## config.mk

```make
export PLATFORM = sky130hd
export DESIGN_NAME = epoch_seconds_to_datetime_core_flat
export DESIGN_NICKNAME = d
export VERILOG_FILES = /design/src/rtl/esdt_pkg.sv /design/src/rtl/esdt_in_if.sv /design/src/rtl/esdt_out_if.sv /design/src/rtl/esdt_tod.sv /design/src/rtl/esdt_civil.sv /design/src/rtl/epoch_seconds_to_datetime_core.sv /design/src/flat_wrapper.sv
export SDC_FILE = /design/constraint.sdc
export NUM_CORES = 2
export LEC_CHECK = 0
export ABC_AREA = 1
export BUFFER_PORTS_ARGS = -buffer_cell sky130_fd_sc_hd__buf_2
export CORE_ASPECT_RATIO = 0.7
export CORE_MARGIN = 8
export CORE_UTILIZATION = 45
export DETAILED_ROUTE_END_ITERATION = 8
export HOLD_SLACK_MARGIN = 0.03
export PLACE_DENSITY = 0.62
export RECOVER_POWER = 25
export SLEW_MARGIN = 40
export SYNTH_ARGS = -nofsm -noshare
export SYNTH_HDL_FRONTEND = slang
export SYNTH_SLANG_ARGS = --single-unit
```

## constraint.sdc

```tcl
create_clock -name clk_i -period 46.3 [get_ports clk_i]
set_clock_uncertainty 0.15 [all_clocks]
set_input_delay 13.89 -clock clk_i [delete_from_list [all_inputs] [get_ports clk_i]]
set_output_delay 13.89 -clock clk_i [all_outputs]
set_load 0.05 [all_outputs]
```

## src/rtl/esdt_pkg.sv

```systemverilog
package esdt_pkg;

  // Field widths
  localparam int unsigned SECS_W  = 32;
  localparam int unsigned DAYS_W  = 16;
  localparam int unsigned SOD_W   = 17;
  localparam int unsigned YEAR_W  = 12;
  localparam int unsigned MONTH_W = 4;
  localparam int unsigned DOM_W   = 5;
  localparam int unsigned HOUR_W  = 5;
  localparam int unsigned MIN_W   = 6;
  localparam int unsigned SEC_W   = 6;
  localparam int unsigned WDAY_W  = 3;

  // Internal widths
  localparam int unsigned Z_W     = 20;  // day number from 0000-03-01
  localparam int unsigned DOE_W   = 18;  // day of era
  localparam int unsigned YOE_W   = 9;   // year of era
  localparam int unsigned DOY_W   = 9;   // day of March-based year
  localparam int unsigned MP_W    = 4;   // March-based month

  // 86400 = 675 << 7; quotient by 675 via reciprocal 2^25/675
  localparam int unsigned DAY_SH       = 7;
  localparam int unsigned DAY_DIV      = 675;
  localparam int unsigned DAY_RECIP    = 49710;
  localparam int unsigned DAY_RECIP_SH = 25;

  // Day number offsets
  localparam int unsigned Z_OFFSET   = 730425;  // 2000-01-01 counted from 0000-03-01
  localparam int unsigned ERA_DAYS   = 146097;
  localparam int unsigned ERA4_START = 4 * ERA_DAYS;
  localparam int unsigned ERA5_START = 5 * ERA_DAYS;
  localparam int unsigned ERA4_YEAR  = 1600;
  localparam int unsigned ERA5_YEAR  = 2000;

  // Reciprocals for the date chain
  localparam int unsigned Q1460_RECIP = 179;     // 2^16 / 365, applied to doe/4
  localparam int unsigned Q1460_SH    = 16;
  localparam int unsigned YOE_RECIP   = 183859;  // 2^26 / 365
  localparam int unsigned YOE_SH      = 26;
  localparam int unsigned MP_RECIP    = 428;     // 2^16 / 153
  localparam int unsigned MP_SH       = 16;

  // Reciprocals for the time of day (divide by 15 after a shift by 2)
  localparam int unsigned MIN_RECIP   = 2184;    // 2^15 / 15
  localparam int unsigned MIN_SH      = 15;
  localparam int unsigned HOUR_RECIP  = 546;     // 2^13 / 15
  localparam int unsigned HOUR_SH     = 13;

  localparam int unsigned WDAY_OF_EPOCH = 6;     // 2000-01-01 was a Saturday

  // Pipeline depths
  localparam int unsigned FRONT_STAGES = 3;
  localparam int unsigned CIV_STAGES   = 9;
  localparam int unsigned TOD_STAGES   = 4;
  localparam int unsigned PIPE_STAGES  = FRONT_STAGES + CIV_STAGES;

  typedef struct packed {
    logic [YEAR_W-1:0]  year;
    logic [MONTH_W-1:0] month;
    logic [DOM_W-1:0]   day_of_month;
  } date_t;

  typedef struct packed {
    logic [HOUR_W-1:0] hour;
    logic [MIN_W-1:0]  minute;
    logic [SEC_W-1:0]  second;
  } tod_t;

  // First day of a March-based month within its year: (153 * mp + 2) / 5
  function automatic logic [DOY_W-1:0] month_start(input logic [MP_W-1:0] mp);
    logic [DOY_W-1:0] ofs;
    unique case (mp)
      4'd0:    ofs = 9'd0;
      4'd1:    ofs = 9'd31;
      4'd2:    ofs = 9'd61;
      4'd3:    ofs = 9'd92;
      4'd4:    ofs = 9'd122;
      4'd5:    ofs = 9'd153;
      4'd6:    ofs = 9'd184;
      4'd7:    ofs = 9'd214;
      4'd8:    ofs = 9'd245;
      4'd9:    ofs = 9'd275;
      4'd10:   ofs = 9'd306;
      4'd11:   ofs = 9'd337;
      default: ofs = 9'd0;
    endcase
    return ofs;
  endfunction

endpackage

```

## src/rtl/esdt_in_if.sv

```systemverilog
interface esdt_in_if import esdt_pkg::*; ();
  logic              valid;
  logic              ready;
  logic [SECS_W-1:0] epoch_seconds;

  modport source (output valid, output epoch_seconds, input ready);
  modport sink   (input valid, input epoch_seconds, output ready);
endinterface

```

## src/rtl/esdt_out_if.sv

```systemverilog
interface esdt_out_if import esdt_pkg::*; ();
  logic               valid;
  logic               ready;
  logic [YEAR_W-1:0]  year;
  logic [MONTH_W-1:0] month;
  logic [DOM_W-1:0]   day_of_month;
  logic [HOUR_W-1:0]  hour;
  logic [MIN_W-1:0]   minute;
  logic [SEC_W-1:0]   second;
  logic [WDAY_W-1:0]  weekday;

  modport source (output valid, output year, output month, output day_of_month,
                  output hour, output minute, output second, output weekday,
                  input ready);
  modport sink   (input valid, input year, input month, input day_of_month,
                  input hour, input minute, input second, input weekday,
                  output ready);
endinterface

```

## src/rtl/esdt_tod.sv

```systemverilog
module esdt_tod import esdt_pkg::*; (
  input  logic             clk_i,
  input  logic             en_i,
  input  logic [SOD_W-1:0] sod_i,
  output tod_t             tod_o
);

  localparam int unsigned MCNT_W = 11;  // minute of the day, < 1440
  localparam int unsigned T1_PW  = (SOD_W - 2) + 12;
  localparam int unsigned T3_PW  = (MCNT_W - 2) + 10;

  // T1: estimate minute of day = (sod / 4) / 15
  logic [T1_PW-1:0]  t1_prod;
  logic [MCNT_W-1:0] t1_est_d, t1_est_q;
  logic [SOD_W-1:0]  t1_sod_q;

  // T2: correct, split off the second
  logic [SOD_W-1:0]  t2_rem;
  logic              t2_wrap;
  logic [MCNT_W-1:0] t2_mcnt_d, t2_mcnt_q;
  logic [SEC_W-1:0]  t2_sec_d, t2_sec_q;

  // T3: estimate hour = (mcnt / 4) / 15
  logic [T3_PW-1:0]  t3_prod;
  logic [HOUR_W-1:0] t3_hest_d, t3_hest_q;
  logic [MCNT_W-1:0] t3_mcnt_q;
  logic [SEC_W-1:0]  t3_sec_q;

  // T4: correct, split off the minute
  logic [MCNT_W-1:0] t4_rem;
  logic              t4_wrap;
  tod_t              t4_tod_d, t4_tod_q;

  always_comb begin
    t1_prod  = T1_PW'(sod_i[SOD_W-1:2]) * T1_PW'(MIN_RECIP);
    t1_est_d = t1_prod[MIN_SH +: MCNT_W];

    t2_rem    = t1_sod_q - SOD_W'(t1_est_q) * SOD_W'(60);
    t2_wrap   = t2_rem >= SOD_W'(60);
    t2_mcnt_d = t1_est_q + MCNT_W'(t2_wrap);
    t2_sec_d  = t2_wrap ? SEC_W'(t2_rem - SOD_W'(60)) : SEC_W'(t2_rem);

    t3_prod   = T3_PW'(t2_mcnt_q[MCNT_W-1:2]) * T3_PW'(HOUR_RECIP);
    t3_hest_d = t3_prod[HOUR_SH +: HOUR_W];

    t4_rem          = t3_mcnt_q - MCNT_W'(t3_hest_q) * MCNT_W'(60);
    t4_wrap         = t4_rem >= MCNT_W'(60);
    t4_tod_d.hour   = t3_hest_q + HOUR_W'(t4_wrap);
    t4_tod_d.minute = t4_wrap ? MIN_W'(t4_rem - MCNT_W'(60)) : MIN_W'(t4_rem);
    t4_tod_d.second = t3_sec_q;
  end

  always_ff @(posedge clk_i) begin
    if (en_i) begin
      t1_est_q  <= t1_est_d;
      t1_sod_q  <= sod_i;
      t2_mcnt_q <= t2_mcnt_d;
      t2_sec_q  <= t2_sec_d;
      t3_hest_q <= t3_hest_d;
      t3_mcnt_q <= t2_mcnt_q;
      t3_sec_q  <= t2_sec_q;
      t4_tod_q  <= t4_tod_d;
    end
  end

  assign tod_o = t4_tod_q;

endmodule

```

## src/rtl/esdt_civil.sv

```systemverilog
module esdt_civil import esdt_pkg::*; (
  input  logic              clk_i,
  input  logic              en_i,
  input  logic [DAYS_W-1:0] days_i,
  output date_t             date_o
);

  localparam int unsigned Q_W   = DOE_W - 2;
  localparam int unsigned S2_PW = Q_W + 8;
  localparam int unsigned S4_PW = 2 * DOE_W;
  localparam int unsigned X5_W  = 11;   // 5 * doy + 2 < 2048
  localparam int unsigned S7_PW = X5_W + 9;

  // S1: day number, era (4 or 5 over this input range), day of era
  logic [Z_W-1:0]   s1_z;
  logic             s1_era5_d, s1_era5_q;
  logic [DOE_W-1:0] s1_doe_d, s1_doe_q;

  // S2: doe / 1460 estimate, doe / 36524, last day of era
  logic [S2_PW-1:0] s2_prod;
  logic [7:0]       s2_est_d, s2_est_q;
  logic [2:0]       s2_c_d, s2_c_q;
  logic             s2_last_d, s2_last_q;
  logic [DOE_W-1:0] s2_doe_q;
  logic             s2_era5_q;

  // S3: corrected doe / 1460, leap-adjusted day count
  logic [Q_W-1:0]   s3_rem;
  logic [7:0]       s3_q1460;
  logic [DOE_W-1:0] s3_a_d, s3_a_q;
  logic [DOE_W-1:0] s3_doe_q;
  logic             s3_era5_q;

  // S4: year of era estimate
  logic [S4_PW-1:0] s4_prod;
  logic [YOE_W-1:0] s4_yest_d, s4_yest_q;
  logic [DOE_W-1:0] s4_a_q, s4_doe_q;
  logic             s4_era5_q;

  // S5: corrected year of era
  logic [DOE_W-1:0] s5_rem;
  logic [YOE_W-1:0] s5_yoe_d, s5_yoe_q;
  logic [DOE_W-1:0] s5_doe_q;
  logic             s5_era5_q;

  // S6: day of year
  logic [1:0]       s6_cent;
  logic [DOE_W-1:0] s6_base;
  logic [DOY_W-1:0] s6_doy_d, s6_doy_q;
  logic [YOE_W-1:0] s6_yoe_q;
  logic             s6_era5_q;

  // S7: month estimate
  logic [X5_W-1:0]  s7_x_d, s7_x_q;
  logic [S7_PW-1:0] s7_prod;
  logic [MP_W-1:0]  s7_mest_d, s7_mest_q;
  logic [DOY_W-1:0] s7_doy_q;
  logic [YOE_W-1:0] s7_yoe_q;
  logic             s7_era5_q;

  // S8: corrected month
  logic [X5_W-1:0]  s8_rem;
  logic [MP_W-1:0]  s8_mp_d, s8_mp_q;
  logic [DOY_W-1:0] s8_doy_q;
  logic [YOE_W-1:0] s8_yoe_q;
  logic             s8_era5_q;

  // S9: calendar fields
  logic             s9_jan_feb;
  date_t            s9_date_d, s9_date_q;

  always_comb begin
    s1_z      = Z_W'(days_i) + Z_W'(Z_OFFSET);
    s1_era5_d = s1_z >= Z_W'(ERA5_START);
    s1_doe_d  = DOE_W'(s1_z - (s1_era5_d ? Z_W'(ERA5_START) : Z_W'(ERA4_START)));

    s2_prod   = S2_PW'(s1_doe_q[DOE_W-1:2]) * S2_PW'(Q1460_RECIP);
    s2_est_d  = s2_prod[Q1460_SH +: 8];
    s2_c_d    = 3'(s1_doe_q >= DOE_W'(36524)) + 3'(s1_doe_q >= DOE_W'(73048))
              + 3'(s1_doe_q >= DOE_W'(109572)) + 3'(s1_doe_q >= DOE_W'(146096));
    s2_last_d = s1_doe_q == DOE_W'(146096);

    s3_rem   = s2_doe_q[DOE_W-1:2] - Q_W'(s2_est_q) * Q_W'(365);
    s3_q1460 = s2_est_q + 8'(s3_rem >= Q_W'(365));
    s3_a_d   = s2_doe_q - DOE_W'(s3_q1460) + DOE_W'(s2_c_q) - DOE_W'(s2_last_q);

    s4_prod   = S4_PW'(s3_a_q) * S4_PW'(YOE_RECIP);
    s4_yest_d = s4_prod[YOE_SH +: YOE_W];

    s5_rem   = s4_a_q - DOE_W'(s4_yest_q) * DOE_W'(365);
    s5_yoe_d = s4_yest_q + YOE_W'(s5_rem >= DOE_W'(365));

    s6_cent  = 2'(s5_yoe_q >= YOE_W'(100)) + 2'(s5_yoe_q >= YOE_W'(200))
             + 2'(s5_yoe_q >= YOE_W'(300));
    s6_base  = DOE_W'(s5_yoe_q) * DOE_W'(365) + DOE_W'(s5_yoe_q[YOE_W-1:2])
             - DOE_W'(s6_cent);
    s6_doy_d = DOY_W'(s5_doe_q - s6_base);

    s7_x_d    = X5_W'(s6_doy_q) * X5_W'(5) + X5_W'(2);
    s7_prod   = S7_PW'(s7_x_d) * S7_PW'(MP_RECIP);
    s7_mest_d = s7_prod[MP_SH +: MP_W];

    s8_rem  = s7_x_q - X5_W'(s7_mest_q) * X5_W'(153);
    s8_mp_d = s7_mest_q + MP_W'(s8_rem >= X5_W'(153));

    // March-based months 10 and 11 are January and February of the next year
    s9_jan_feb             = s8_mp_q >= MP_W'(10);
    s9_date_d.day_of_month = DOM_W'(s8_doy_q - month_start(s8_mp_q) + DOY_W'(1));
    s9_date_d.month        = s9_jan_feb ? s8_mp_q - MP_W'(9) : s8_mp_q + MP_W'(3);
    s9_date_d.year         = YEAR_W'(s8_yoe_q)
                           + (s8_era5_q ? YEAR_W'(ERA5_YEAR) : YEAR_W'(ERA4_YEAR))
                           + YEAR_W'(s9_jan_feb);
  end

  always_ff @(posedge clk_i) begin
    if (en_i) begin
      s1_era5_q <= s1_era5_d;
      s1_doe_q  <= s1_doe_d;

      s2_est_q  <= s2_est_d;
      s2_c_q    <= s2_c_d;
      s2_last_q <= s2_last_d;
      s2_doe_q  <= s1_doe_q;
      s2_era5_q <= s1_era5_q;

      s3_a_q    <= s3_a_d;
      s3_doe_q  <= s2_doe_q;
      s3_era5_q <= s2_era5_q;

      s4_yest_q <= s4_yest_d;
      s4_a_q    <= s3_a_q;
      s4_doe_q  <= s3_doe_q;
      s4_era5_q <= s3_era5_q;

      s5_yoe_q  <= s5_yoe_d;
      s5_doe_q  <= s4_doe_q;
      s5_era5_q <= s4_era5_q;

      s6_doy_q  <= s6_doy_d;
      s6_yoe_q  <= s5_yoe_q;
      s6_era5_q <= s5_era5_q;

      s7_x_q    <= s7_x_d;
      s7_mest_q <= s7_mest_d;
      s7_doy_q  <= s6_doy_q;
      s7_yoe_q  <= s6_yoe_q;
      s7_era5_q <= s6_era5_q;

      s8_mp_q   <= s8_mp_d;
      s8_doy_q  <= s7_doy_q;
      s8_yoe_q  <= s7_yoe_q;
      s8_era5_q <= s7_era5_q;

      s9_date_q <= s9_date_d;
    end
  end

  assign date_o = s9_date_q;

endmodule

```

## src/rtl/epoch_seconds_to_datetime_core.sv

```systemverilog
// Converts a 32-bit count of seconds since 2000-01-01 00:00:00 into proleptic
// Gregorian year, month, day, hour, minute, second and weekday (0 = Sunday).
// Every input value is valid; the last one falls in 2136. The block is a
// 12-stage pipeline that takes one request per clock when the output is not
// held off. The whole pipe advances together on a single enable, so a stall
// at the output freezes every stage and input ready falls with it; no request
// is dropped or repeated. The stages follow the constant-divisor chain: days
// and second of day, then day of era, year of era and month, each divide done
// as a reciprocal multiply followed by a one-step correction in a later stage.
module epoch_seconds_to_datetime_core import esdt_pkg::*; (
  input  logic       clk_i,
  input  logic       rst_ni,
  esdt_in_if.sink    req_i,
  esdt_out_if.source res_o
);

  localparam int unsigned Q1_W   = SECS_W - DAY_SH;
  localparam int unsigned A_PW   = Q1_W + DAYS_W;
  localparam int unsigned REM_W  = 11;  // remainder before correction, < 2 * 675
  localparam int unsigned WS_W   = 6;   // sum of octal digits of the day count plus the epoch weekday
  localparam int unsigned TOD_DLY = CIV_STAGES - TOD_STAGES;

  logic en;
  logic [PIPE_STAGES-1:0] vld_q;

  // A: reciprocal multiply for days
  logic [A_PW-1:0]   a_prod_d, a_prod_q;
  logic [SECS_W-1:0] a_secs_q;

  // B: day estimate and remainder
  logic [DAYS_W-1:0]  b_dq_d, b_dq_q;
  logic [REM_W-1:0]   b_rem_d, b_rem_q;
  logic [DAY_SH-1:0]  b_low_q;

  // C: corrected days and second of day
  logic               c_wrap;
  logic [REM_W-1:0]   c_rem;
  logic [DAYS_W-1:0]  c_days_d, c_days_q;
  logic [SOD_W-1:0]   c_sod_d, c_sod_q;

  // Weekday, computed alongside the first date stage
  logic [DAYS_W-1:0]  w_val;
  logic [WS_W-1:0]    w_sum;
  logic [3:0]         w_fold;
  logic [WDAY_W-1:0]  w_day;
  logic [WDAY_W-1:0]  wday_q [CIV_STAGES];

  date_t date;
  tod_t  tod;
  tod_t  tod_q [TOD_DLY];

  assign en          = !vld_q[PIPE_STAGES-1] || res_o.ready;
  assign req_i.ready = en;

  always_comb begin
    a_prod_d = A_PW'(req_i.epoch_seconds[SECS_W-1:DAY_SH]) * A_PW'(DAY_RECIP);

    b_dq_d  = a_prod_q[DAY_RECIP_SH +: DAYS_W];
    b_rem_d = REM_W'(a_secs_q[SECS_W-1:DAY_SH] - Q1_W'(b_dq_d) * Q1_W'(DAY_DIV));

    c_wrap   = b_rem_q >= REM_W'(DAY_DIV);
    c_rem    = c_wrap ? b_rem_q - REM_W'(DAY_DIV) : b_rem_q;
    c_days_d = b_dq_q + DAYS_W'(c_wrap);
    c_sod_d  = {c_rem[SOD_W-DAY_SH-1:0], b_low_q};

    // 8 = 1 mod 7, so summing octal digits keeps the residue
    w_val  = c_days_q + DAYS_W'(WDAY_OF_EPOCH);
    w_sum  = WS_W'(w_val[2:0]) + WS_W'(w_val[5:3]) + WS_W'(w_val[8:6])
           + WS_W'(w_val[11:9]) + WS_W'(w_val[14:12]) + WS_W'(w_val[15]);
    w_fold = 4'(w_sum[5:3]) + 4'(w_sum[2:0]);
    w_day  = (w_fold >= 4'd7) ? WDAY_W'(w_fold - 4'd7) : WDAY_W'(w_fold);
  end

  always_ff @(posedge clk_i or negedge rst_ni) begin
    if (!rst_ni) begin
      vld_q <= '0;
    end else if (en) begin
      vld_q <= {vld_q[PIPE_STAGES-2:0], req_i.valid};
    end
  end

  always_ff @(posedge clk_i) begin
    if (en) begin
      a_prod_q <= a_prod_d;
      a_secs_q <= req_i.epoch_seconds;
      b_dq_q   <= b_dq_d;
      b_rem_q  <= b_rem_d;
      b_low_q  <= a_secs_q[DAY_SH-1:0];
      c_days_q <= c_days_d;
      c_sod_q  <= c_sod_d;
      wday_q[0] <= w_day;
      for (int i = 1; i < CIV_STAGES; i++) begin
        wday_q[i] <= wday_q[i-1];
      end
      tod_q[0] <= tod;
      for (int i = 1; i < TOD_DLY; i++) begin
        tod_q[i] <= tod_q[i-1];
      end
    end
  end

  esdt_civil u_civil (
    .clk_i  (clk_i),
    .en_i   (en),
    .days_i (c_days_q),
    .date_o (date)
  );

  esdt_tod u_tod (
    .clk_i (clk_i),
    .en_i  (en),
    .sod_i (c_sod_q),
    .tod_o (tod)
  );

  assign res_o.valid        = vld_q[PIPE_STAGES-1];
  assign res_o.year         = date.year;
  assign res_o.month        = date.month;
  assign res_o.day_of_month = date.day_of_month;
  assign res_o.hour         = tod_q[TOD_DLY-1].hour;
  assign res_o.minute       = tod_q[TOD_DLY-1].minute;
  assign res_o.second       = tod_q[TOD_DLY-1].second;
  assign res_o.weekday      = wday_q[CIV_STAGES-1];

  a_accept_enters: assert property (@(posedge clk_i) disable iff (!rst_ni)
    (req_i.valid && req_i.ready) |=> vld_q[0])
    else $error("accepted request did not enter the pipeline");

  a_stall_freezes: assert property (@(posedge clk_i) disable iff (!rst_ni)
    !en |=> $stable(vld_q))
    else $error("pipeline moved while stalled");

  a_date_range: assert property (@(posedge clk_i) disable iff (!rst_ni)
    res_o.valid |-> (res_o.year >= YEAR_W'(2000) && res_o.year <= YEAR_W'(2136)
                     && res_o.month >= MONTH_W'(1) && res_o.month <= MONTH_W'(12)
                     && res_o.day_of_month >= DOM_W'(1)))
    else $error("date field out of range");

  a_time_range: assert property (@(posedge clk_i) disable iff (!rst_ni)
    res_o.valid |-> (res_o.hour < HOUR_W'(24) && res_o.minute < MIN_W'(60)
                     && res_o.second < SEC_W'(60) && res_o.weekday < WDAY_W'(7)))
    else $error("time field out of range");

endmodule

```

## src/flat_wrapper.sv

```systemverilog
// flat-port wrapper written by rule: the top's interface ports become plain ports
module epoch_seconds_to_datetime_core_flat import esdt_pkg::*;
  (clk_i, rst_ni, req_i_valid, req_i_epoch_seconds, req_i_ready, res_o_valid, res_o_year, res_o_month, res_o_day_of_month, res_o_hour, res_o_minute, res_o_second, res_o_weekday, res_o_ready);
  esdt_in_if req_i_i ();
  esdt_out_if res_o_i ();
  input  logic clk_i;
  input  logic rst_ni;
  input wire logic [$bits(req_i_i.valid)-1:0] req_i_valid;
  input wire logic [$bits(req_i_i.epoch_seconds)-1:0] req_i_epoch_seconds;
  output wire logic [$bits(req_i_i.ready)-1:0] req_i_ready;
  output wire logic [$bits(res_o_i.valid)-1:0] res_o_valid;
  output wire logic [$bits(res_o_i.year)-1:0] res_o_year;
  output wire logic [$bits(res_o_i.month)-1:0] res_o_month;
  output wire logic [$bits(res_o_i.day_of_month)-1:0] res_o_day_of_month;
  output wire logic [$bits(res_o_i.hour)-1:0] res_o_hour;
  output wire logic [$bits(res_o_i.minute)-1:0] res_o_minute;
  output wire logic [$bits(res_o_i.second)-1:0] res_o_second;
  output wire logic [$bits(res_o_i.weekday)-1:0] res_o_weekday;
  input wire logic [$bits(res_o_i.ready)-1:0] res_o_ready;
  assign req_i_i.valid = req_i_valid;
  assign req_i_i.epoch_seconds = req_i_epoch_seconds;
  assign req_i_ready = req_i_i.ready;
  assign res_o_valid = res_o_i.valid;
  assign res_o_year = res_o_i.year;
  assign res_o_month = res_o_i.month;
  assign res_o_day_of_month = res_o_i.day_of_month;
  assign res_o_hour = res_o_i.hour;
  assign res_o_minute = res_o_i.minute;
  assign res_o_second = res_o_i.second;
  assign res_o_weekday = res_o_i.weekday;
  assign res_o_i.ready = res_o_ready;
  epoch_seconds_to_datetime_core u_core (.clk_i(clk_i), .rst_ni(rst_ni), .req_i(req_i_i), .res_o(res_o_i));
endmodule
```

# Word-level counts from Yosys, hierarchy flattened
# Memory sizes are Yosys's and may differ from the RTL's. A register that Yosys moved wholly into a read port is not among the register bits.
# Cells that the tools add are included.
[classes]
reduce_logical = 2
eq_ne = 1
n_addsub = 43
muxes = 10
mul = 14
magnitude_cmp = 16
[ops]
columns = ["operator", "count"]
rows = [
  ["$mul 25x15->40 const B", 1],
  ["$ge 18x17->1 const B", 2],
  ["$sub 18x18->18", 2],
  ["$mul 18x18->35 const B", 1],
  ["$sub 11x11->11", 3],
  ["$mul 16x8->24 const B", 1],
  ["$mul 15x9->23 const B", 1],
  ["$add 16x20->20 const B", 1],
  ["$ge 20x20->1 const B", 1],
  ["$add 18x3->18", 1],
  ["$add 6x3->6", 3],
  ["$eq 18x18->1 const B", 1],
  ["$ge 18x16->1 const B", 1],
  ["$ge 18x18->1 const B", 1],
  ["$ge 18x9->1 const B", 1],
  ["$mul 11x7->18 const B", 1],
  ["$mul 9x9->18 const B", 1],
  ["$mux 18", 1],
  ["$sub 18x1->18", 1],
  ["$sub 18x8->18", 1],
  ["$ge 17x6->1 const B", 1],
  ["$mul 9x9->17 const B", 1],
  ["$sub 17x17->17", 1],
  ["$add 16x1->16", 1],
  ["other kinds (50)", 56],
]
[word_totals]
memories = 3
input_bits = 36
mem_bits_rw = 112
out_inout_bits = 43
wordCells = 139
rom_bits = 144
regBits = 444
[memory_table]
columns = ["memory", "words", "width", "read_ports", "rd_ports_with_merged_regs", "write_ports", "line_no", "text"]
rows = [
  ["(name not given)", 16, 9, 1, 1, 0, "esdt_pkg.sv:73", "unique case (mp)"],
  ["u_core.tod_q", 5, 17, 5, 0, 5, "epoch_seconds_to_datetime_core.sv:50", "tod_t tod_q [TOD_DLY];"],
  ["u_core.wday_q", 9, 3, 9, 0, 9, "epoch_seconds_to_datetime_core.sv:46", "logic [WDAY_W-1:0] wday_q [CIV_STAGES];"],
]

# Depth between registers and ports, before layout
[depth]
depth_word = 9
mapped_depth = 39
depth_no_buf = 39

# By module
# Synthesis repeated with hierarchy kept, for this count alone.
[hier_totals]
hier_cells = 5265
area_unflattened_um2 = 52223.8
[by_module_without_submodules]
columns = ["module", "instances", "seq_area_each_um2", "cells_each", "area_per_inst_um2"]
rows = [
  ["esdt_civil", 1, 6796.5, 2948, 28208.3],
  ["epoch_seconds_to_datetime_core", 1, 6696.4, 1503, 16301.9],
  ["esdt_tod", 1, 2522.4, 814, 7713.6],
]

# Worst setup path after synthesis
# No wires, ideal clock.
[synth_path]
kind = "input port to output port"
start = "input port res_o_ready"
end = "output port req_i_ready"
required_ns = 32.260
n_path_buf = 2
path_slack_ns = 3.412
path_stages = 4
arrival_ns = 28.848
cell_sequence = "inv_1 nand2_1 clkbuf_1 clkbuf_1"
[synth_via]
elab_chain_cells = 1
[synth_lines]
columns = ["element", "line_no", "text"]
rows = [
  ["start: declaration", "flat_wrapper.sv:19", "input wire logic [$bits(res_o_i.ready)-1:0] res_o_ready;"],
  ["$logic_or 1x1->1", "epoch_seconds_to_datetime_core.sv:52", "assign en = !vld_q[PIPE_STAGES-1] || res_o.ready;"],
  ["end: declaration", "flat_wrapper.sv:10", "output wire logic [$bits(req_i_i.ready)-1:0] req_i_ready;"],
]
# No other way between the ends.

# Worst setup path after layout
# Same ends and word-level chain as after synthesis.

==> run_results.csv <==
group,metric,value,unit
global_routing,grt_max_degree,176,
floorplan,coreArea,113000,µm²
timing,grt_setup_unrepaired,"false",
floorplan,chipHeight,298,µm
timing,final-max-slew-violation-count,0,
synth,synth_edf_count,520,
synth,seq_area_frac_synth,0.313,
timing,period_minus_slack,28650,ps
global_routing,grt_antenna_before_repair,1,
critical_path,setup.worst_path.end_class,"primary output",
global_routing,grt_remaining_overflow,0,
synth,synthesis.nets,6422,
routing,avgViaCountPerCell,4.87,
clock_network,numCtsBuffers,55,
min_path,min_path_type,"register to register",
clock_network,cts_resized,0,
synth,synthArstFlopShare,0.0223,
clock_network,cts.reportedPaths.clkPinSlew,60,ps
synth,yosys_warnings,0,
outcome,status,"finished, final reports clean",
finish,drive_gt1_frac,0.0482,
synth,ys_ff_latch,537,
floorplan,placementRows,103,
routing,drt_first_iter_violations,1889,
job,maxcap_viol_count,0,
floorplan,pin_count,79,
clock_network,cts.repair_timing.setup_buffer_count,0,
synth,netlist-cell-type-count,62,
floorplan,initial_utilization,0.454,
critical_path,setup.worst_path.class,"input pin to primary output",
placement,io_buffer_count,78,
finish,layout.nets,6540,
routing,drt-wirelength-per-cell,14.9,µm
timing,slew_headroom,0.451,
critical_path,critical_path_peak_fanout,3,
timing,totalNegativeSetupSlack,0,ps
floorplan,die_area,125000,µm²
finish,utilization,0.490,
routing,routed_vias,32700,
critical_path,critical_path_required,32260,ps
placement,placed_cell_area,53400,µm²
finish,layout.filler_cells,10400,
clock_network,clk-insertion-delay-late,640,ps
placement,dp_hpwl,82.8,mm
global_routing,wire_length_of_the_first_global_routing_pass,168,mm
timing,post-route-period-util,0.619,
floorplan,die_w,419,µm
timing,final_setup_violating_endpoints,0,
critical_path,cp_data_arrival_time,14610,ps
finish,area_growth_syn_to_layout,7.92,%
routing,detail-route-antenna-nets,0,
placement,place_congestion,0.889,
finish,finalInstanceArea,55300,µm²
routing,finalWirelength,99.9,mm
critical_path,worst_setup_path_start_kind,"input pin",
timing,tightestPinTransition,823,ps
clock_network,cts-root-buf,"sky130_fd_sc_hd__clkbuf_16",
global_routing,first_global_vias,33100,
clock_network,cts_sinks,537,
clock_network,clock_tree.buffer_depth,3,
synth,postSynthAreaPerCell,10.2,µm²
clock_network,cts_hold_buffers,0,
synth,mappedNetlistArea,51200,µm²
routing,firstDrtPassIters,6,
synth,synthFlopType,"sky130_fd_sc_hd__edfxtp_1",
timing,timing_limited_maximum_frequency,34.9,MHz
routing,drc,0,
timing,timing.final.hold_violations,0,
synth,postSynthCellCount,5025,
global_routing,grtUsageTotal,0.163,
clock_network,cts_tree,"done",
clock_network,clock_tree.htree_level_count,2,
## worst paths after layout
check	start	to	slack, ps	cells past startpoint
hold / removal	u_core.u_tod.t2_sec_q[0]$_DFFE_PN_	u_core.u_tod.t3_sec_q[0]$_DFFE_PN_	260	0
setup / recovery	res_o_ready	req_i_ready	17650	4
setup reg to reg	u_core.u_civil.s2_est_q[1]$_DFFE_PN_	u_core.u_civil.s3_a_q[14]$_DFFE_PN_	38090	33
hold reg to reg	u_core.u_tod.t2_sec_q[0]$_DFFE_PN_	u_core.u_tod.t3_sec_q[0]$_DFFE_PN_	260	0
min in group asynchronous	rst_ni	u_core.vld_q[2]$_DFFE_PN0N_	12970	1
max in group asynchronous	rst_ni	u_core.vld_q[6]$_DFFE_PN0N_	32790	1
## routing by layer
metal,up-vias,part of all wire,global-route usage
li1,16600,-,-
met1,15500,0.52,0.247
met2,469,0.42,0.247
met3,107,0.043,0.0250
met4,0,0.018,0.0295
met5,-,0,0
## registers in the layout, indices dropped and copies added (netlist names), 18 cells and up, named ones only
register	count
u_core.wday_q	27
u_core.u_civil.s3_a_q	18
u_core.u_civil.s1_doe_q	18
u_core.u_civil.s2_doe_q	18
u_core.u_civil.s4_a_q	18
u_core.u_civil.date_o	21
u_core.a_secs_q	18
u_core.tod_q	85
## cell usage in the layout (no fill, tap or decap), drive strengths merged, types with 5 or more instances in the layout
cell / synthesis / layout
a21oi: 261 / 261
a21o: 17 / 17
a31oi: 21 / 21
clkbuf: 3 / 70
ha: 935 / 935
nor3b: 5 / 5
o2111ai: 7 / 7
nand3: 149 / 149
nor2: 213 / 213
o211ai: 8 / 8
o21ai: 158 / 158
nor4: 6 / 6
nor3: 46 / 46
a211oi: 9 / 9
inv: 1175 / 1180
buf: 21 / 85
xnor2: 83 / 83
o21bai: 24 / 24
nand3b: 16 / 16
xor2: 197 / 197
fa: 426 / 426
or2: 9 / 9
dfrtp: 12 / 12
dfxtp: 5 / 5
nand4: 47 / 47
o21a: 13 / 13
edfxtp: 520 / 520
nand2: 603 / 603
a21boi: 8 / 8
clkinv: 1 / 20
## critical path, stage by stage
cell and delay, ps:
sky130_fd_sc_hd__buf_2 100, sky130_fd_sc_hd__inv_1 70, sky130_fd_sc_hd__nand2_4 200, sky130_fd_sc_hd__buf_2 320
## per-stage QoR
stage          hold WS [ps]  instances  setup slack (ps)
2_1_floorplan           250       5025              3410
3_3_place_gp            250       6607             17630
3_5_place_dp            255       6607             17630
4_1_cts                 266       6709             17630
5_1_grt                 272       6711             17620
6_report                265       6711             17650
## cells by family after synthesis
logic type      Yosys count  synth area share
fa+ha+maj              1361             0.395
buf+inv                1200            0.0894
xor+xnor                280            0.0490
compound gates          544            0.0601
mux                       2          0.000440
flops                   537             0.313
simple gates           1101            0.0933
## area by class of cell
| cell class | instances | area (µm²) | share of cell area |
|---|---|---|---|
| clock buffers | 70 | 1480 | 0.0268 |
| clock inverters | 32 | 329 | 0.00595 |
| diodes | 1 | 2.50 | 0.0000453 |
| repair buffers | 85 | 495 | 0.00897 |
| well taps | 1522 | 1900 | 0.0345 |
| multi-input cells | 3288 | 30600 | 0.554 |
| inverters | 1176 | 4410 | 0.0799 |
| flip-flops and latches | 537 | 16000 | 0.290 |
## cell usage after synthesis (6+ instances only)
master	n	area [µm²]
sky130_fd_sc_hd__a211oi_1	9	67.6
sky130_fd_sc_hd__a21boi_0	7	52.6
sky130_fd_sc_hd__a21o_1	17	128
sky130_fd_sc_hd__a21oi_1	257	1290
sky130_fd_sc_hd__a31oi_1	21	131
sky130_fd_sc_hd__buf_4	20	150
sky130_fd_sc_hd__dfrtp_1	12	300
sky130_fd_sc_hd__edfxtp_1	520	15600
sky130_fd_sc_hd__fa_1	426	8530
sky130_fd_sc_hd__ha_1	935	11700
sky130_fd_sc_hd__inv_1	1159	4350
sky130_fd_sc_hd__inv_2	16	60.1
sky130_fd_sc_hd__nand2_1	588	2210
sky130_fd_sc_hd__nand2_2	15	93.8
sky130_fd_sc_hd__nand3_1	142	711
sky130_fd_sc_hd__nand3_2	6	60.1
sky130_fd_sc_hd__nand3b_1	15	113
sky130_fd_sc_hd__nand4_1	47	294
sky130_fd_sc_hd__nor2_1	207	777
sky130_fd_sc_hd__nor3_1	40	200
sky130_fd_sc_hd__nor4_1	6	37.5
sky130_fd_sc_hd__o2111ai_1	7	61.3
sky130_fd_sc_hd__o211ai_1	8	60.1
sky130_fd_sc_hd__o21a_1	13	97.6
sky130_fd_sc_hd__o21ai_0	143	716
sky130_fd_sc_hd__o21ai_1	11	55.1
sky130_fd_sc_hd__o21bai_1	24	180
sky130_fd_sc_hd__or2_2	7	43.8
sky130_fd_sc_hd__xnor2_1	83	727
sky130_fd_sc_hd__xor2_1	191	1670
Power is left out: the tool's default activity adds up to more than one toggle a clock period on the data nets, which glitch-free logic cannot reach.
